$ cat src/bthin_ram.sv
`timescale 1ns / 1ps

module bthin_ram #(
  parameter int WIDTH = 64,
  parameter int DEPTH = 64
) (
  input  logic                     clk,
  input  logic                     we,
  input  logic [$clog2(DEPTH)-1:0] waddr,
  input  logic [WIDTH-1:0]         wdata,
  input  logic [$clog2(DEPTH)-1:0] raddr,
  output logic [WIDTH-1:0]         rdata
);

  logic [WIDTH-1:0] mem [DEPTH];

  always_ff @(posedge clk) begin
    if (we) begin
      mem[waddr] <= wdata;
    end
    rdata <= mem[raddr];
  end

endmodule

$ cat config.mk
export PLATFORM = sky130hd
export DESIGN_NAME = bthin_ram
export DESIGN_NICKNAME = d
export VERILOG_FILES = /design/src/bthin_ram.sv
export SDC_FILE = /design/constraint.sdc
export NUM_CORES = 2
export LEC_CHECK = 0
export BUFFER_PORTS_ARGS = -buffer_cell sky130_fd_sc_hd__buf_2
export CORE_MARGIN = 3
export CORE_UTILIZATION = 45
export CTS_CLUSTER_DIAMETER = 40
export DETAILED_ROUTE_END_ITERATION = 10
export SLEW_MARGIN = 20
export SYNTH_ARGS = -nofsm -noshare
export SYNTH_HDL_FRONTEND = slang
export SYNTH_SLANG_ARGS = --single-unit
$ cat constraint.sdc
create_clock -name clk -period 16.69 [get_ports clk]
set_input_delay 5.007 -clock clk [delete_from_list [all_inputs] [get_ports clk]]
set_output_delay 5.007 -clock clk [all_outputs]
set_load 0.02 [all_outputs]
==> summary.md <==
| Metric | Value |
|---|---|
| Outcome | `finished clean` |
| Crit path capture type | `register` |
| Root buf cell | `clkbuf_16` |
| NetSw | `0.005018 W` |
| Via count | `76370` |
| Remaining routing DRC violations | `0` |
| Startpoint Class | `primary input` |
| Antenna violation net count after detailed routing | `0` |
| CP max-delay cell | `buf_4` |
| IO buf count | `141` |
| Maximum root-to-sink buffer count | `4` |
| Final Skew | `0.05051 ns` |
| DRT iter0 DRCs | `9906` |
| Commonest non-fill, non-tap cells in the layout | `4096 x edfxtp_1, 1024 x mux4_2, 490 x clkbuf_16` |
| Initial Util | `45.41%` |
| Grt ovf | `0` |
| Inserted Clock Buffers | `484` |
| Final Hold Viols | `0` |
| Mapped Cells | `6598` |
| H-Tree Depth | `5` |
| Io pins | `142` |
| CTS sink cnt | `4160` |
| Top cell by count, worst path | `buf_4` |
| FF+latch count, synth | `4160` |
| Register area | `0.1243 mm2` |
| Setup CP Type | `in -> reg` |
| Largest family of logic cells by synthesized area | `multiplexers` |
| Req. time, crit path | `17.46 ns` |
| Syn nets | `6676` |
| Min-Delay Path Class | `reg -> reg` |
| Post-CTS sizing | `0` |
| Worst-skew pair later-pin latency | `0.99 ns` |
| GP Congestion | `0.7722` |
| Synthesized-area fraction occupied by adder cells | `0%` |
| Int Power | `0.01819 W` |
| Cell area after placement | `0.1634 mm2` |
| Yosys Warn Count | `0` |
| Final WL | `435600 um` |
| Synth async-reset ratio | `0%` |
| Post-DP HPWL | `228900 um` |
| Synth Area in XOR/XNOR | `0%` |
| Primary FF master, synth | `edfxtp_1` |
| Dpl ws | `7.076 ns` |
| Rows | `215` |
| Crit-path leading delay family | `buffers and inverters` |
| Synth cell types | `33` |
| Fmax | `117.9 MHz` |
| Die height | `595.4 um` |
| RSZ-0062 raised after global routing | `false` |
| Largest net degree at the start of global routing | `123` |
| Seq/Total Area, Yosys | `79.49%` |
| Vias per cell | `6.328` |
| Power per cell area | `129.0 mW/mm2` |
| Compound-cell area share of the yosys netlist | `2.477%` |
| Hold Slack | `0.8440 ns` |
| Seq pwr share | `50.1%` |
| Net Sw Frac | `21.62%` |
| Post-CTS Hold Fix Bufs | `0` |
| Final slew viol count | `0` |
| Final setup margin | `8.210 ns` |
| Final period util | `50.81%` |
| Layout Nets | `7141` |
| Clock power share | `45.7%` |
| Cells along the critical path | `buf_12, buf_4, buf_4, buf_4, mux4_2, mux2i_1, o22ai_1, a31oi_1, a211oi_1` |
| Core Region | `0.3443 mm2` |
| Routed wire length per instance | `36.09 um` |
| Design Area, Final | `0.1799 mm2` |
| Layout fillers | `26370` |
| CP arrival | `9.25 ns` |
| Drt pass-1 iters | `5` |
| Slowest cell delay on critical path | `0.75 ns` |
| Max-cap viol count | `0` |
| Slew @ Worst Pin | `1.146 ns` |
| P&R area growth vs syn | `15.05%` |
| Crit path buffers/inverters | `4` |
| Final non-filler cell total | `12070` |
| Synth Area per Inst | `23.70 um2` |
| Gate power share | `4.2%` |
| Crit-path max FO | `93` |
| GRT Total Usage | `24.42%` |
| CTS tree | `done` |
| Worst IR drop on VDD | `0.1076 mV` |
| Leak | `56.28 nW` |
| Setup tns final | `0 ns` |
| Dpl cells | `11130` |
| Share of cells above drive strength 1 | `30.34%` |
| Final setup violation count | `0` |
| Commonest non-fill, non-tap cell in the layout | `edfxtp_1` |
| First-pass GRT wire length | `608000 um` |
| Syn Std Cell Area | `0.1563 mm2` |
| Simple-gate area share of the yosys netlist | `1.240%` |
| Multi-input gate area | `0.03079 mm2` |
| Worst slew margin | `23.60%` |
| Vias in the first global route | `76880` |
| Number of flops mapped to enable cells by yosys | `4096` |
| Postcts setup bufs | `0` |
| Tmin final | `8.480 ns` |
| Mux contribution to synthesized area | `15.61%` |
| Die area | `0.3545 mm2` |
| CTS clock-pin slew for the worst setup and hold paths | `0.06 ns` |
| Initial antenna violation count | `51` |
| Die width | `595.4 um` |
[through the flow]
step	utilization (%)	total power, W
after global routing	52.23	0.02384
after global placement	47.42	0.01282
final	52.24	0.02321
after floorplan	-	0.01238
after detailed placement	47.44	0.01284
after CTS	52.21	0.02336
[Yosys cell counts (all sizes together) (2+ instances only)]
cell type  instances  area share [%]
dfxtp             64            0.82
mux4            1024              15
clkbuf           140            0.34
nand3b             2          0.0096
o221ai            38            0.21
nand2b            11           0.044
a211oi            63            0.30
a22o              88            0.49
inv               19           0.046
mux2i            135            0.86
nand3             45            0.14
and3              64            0.26
and2               3           0.012
nor2             112            0.27
a41oi             26            0.15
or2               28            0.11
nor2b             28            0.11
a2bb2oi           19            0.11
o22ai             83            0.33
nand4              2          0.0080
edfxtp          4096              79
nor3               2          0.0064
a31oi             18           0.072
a22oi            168            0.81
nand2             58            0.14
buf              230            0.80
or3               29            0.12
[routing by layer]
layer / GRT usage [%] / routed length (um) / up-vias
met1: 34.54 / 172200 / 42110
met3: 4.547 / 40000 / 722
met2: 39.30 / 211100 / 3957
met4: 6.563 / 12180 / 20
met5: 0 / 135 / -
li1: - / - / 29570
[layout make-up]
type                    count  area share, %
clock buffers             578          7.095
flip-flops and latches   4160          69.09
repair buffers            349          1.442
well taps                4557          3.170
diodes                     16        0.02226
inverters                  19        0.03965
multi-input cells        2049          17.12
clock inverters           341          2.026
[power by group through the flow]
stage / sequential [W] / combinational, W / clock (W)
6_report: 0.0116 / 0.000984 / 0.0106
5_1_grt: 0.0116 / 0.00105 / 0.0112
4_1_cts: 0.0116 / 0.000992 / 0.0107
3_5_place_dp: 0.0119 / 0.000991 / 0
3_3_place_gp: 0.0118 / 0.000975 / 0
2_1_floorplan: 0.0118 / 0.000539 / 0
[state kept, by name (all words and copies together), names as in the netlist]
| name | count |
|---|---|
| rdata | 64 |
| mem | 4096 |
[worst reg2reg max path, cell delays in order (launching register included)]
cell and delay [ns]:
edfxtp_1 0.36, mux4_2 0.46, nor2b_1 0.15, a211oi_1 0.47, o22ai_1 0.33, and3_1 0.27
[path summary, 6_finish.rpt]
path / slack [ns] / start / end / cells after the start
worst max register to register: 14.56 / mem[10][62] / rdata[62] / 5
worst max-delay path: 8.21 / raddr[0] / rdata[55] / 9
worst min-delay path: 0.84 / mem[46][16] / rdata[16] / 4
worst min register to register: 0.84 / mem[46][16] / rdata[16] / 4
[kinds of logic after synthesis]
group	count (synthesis)
compound gates	504
simple gates	386
flops	4160
buf+inv	389
mux	1159
(Power assumes the default switching activity.)
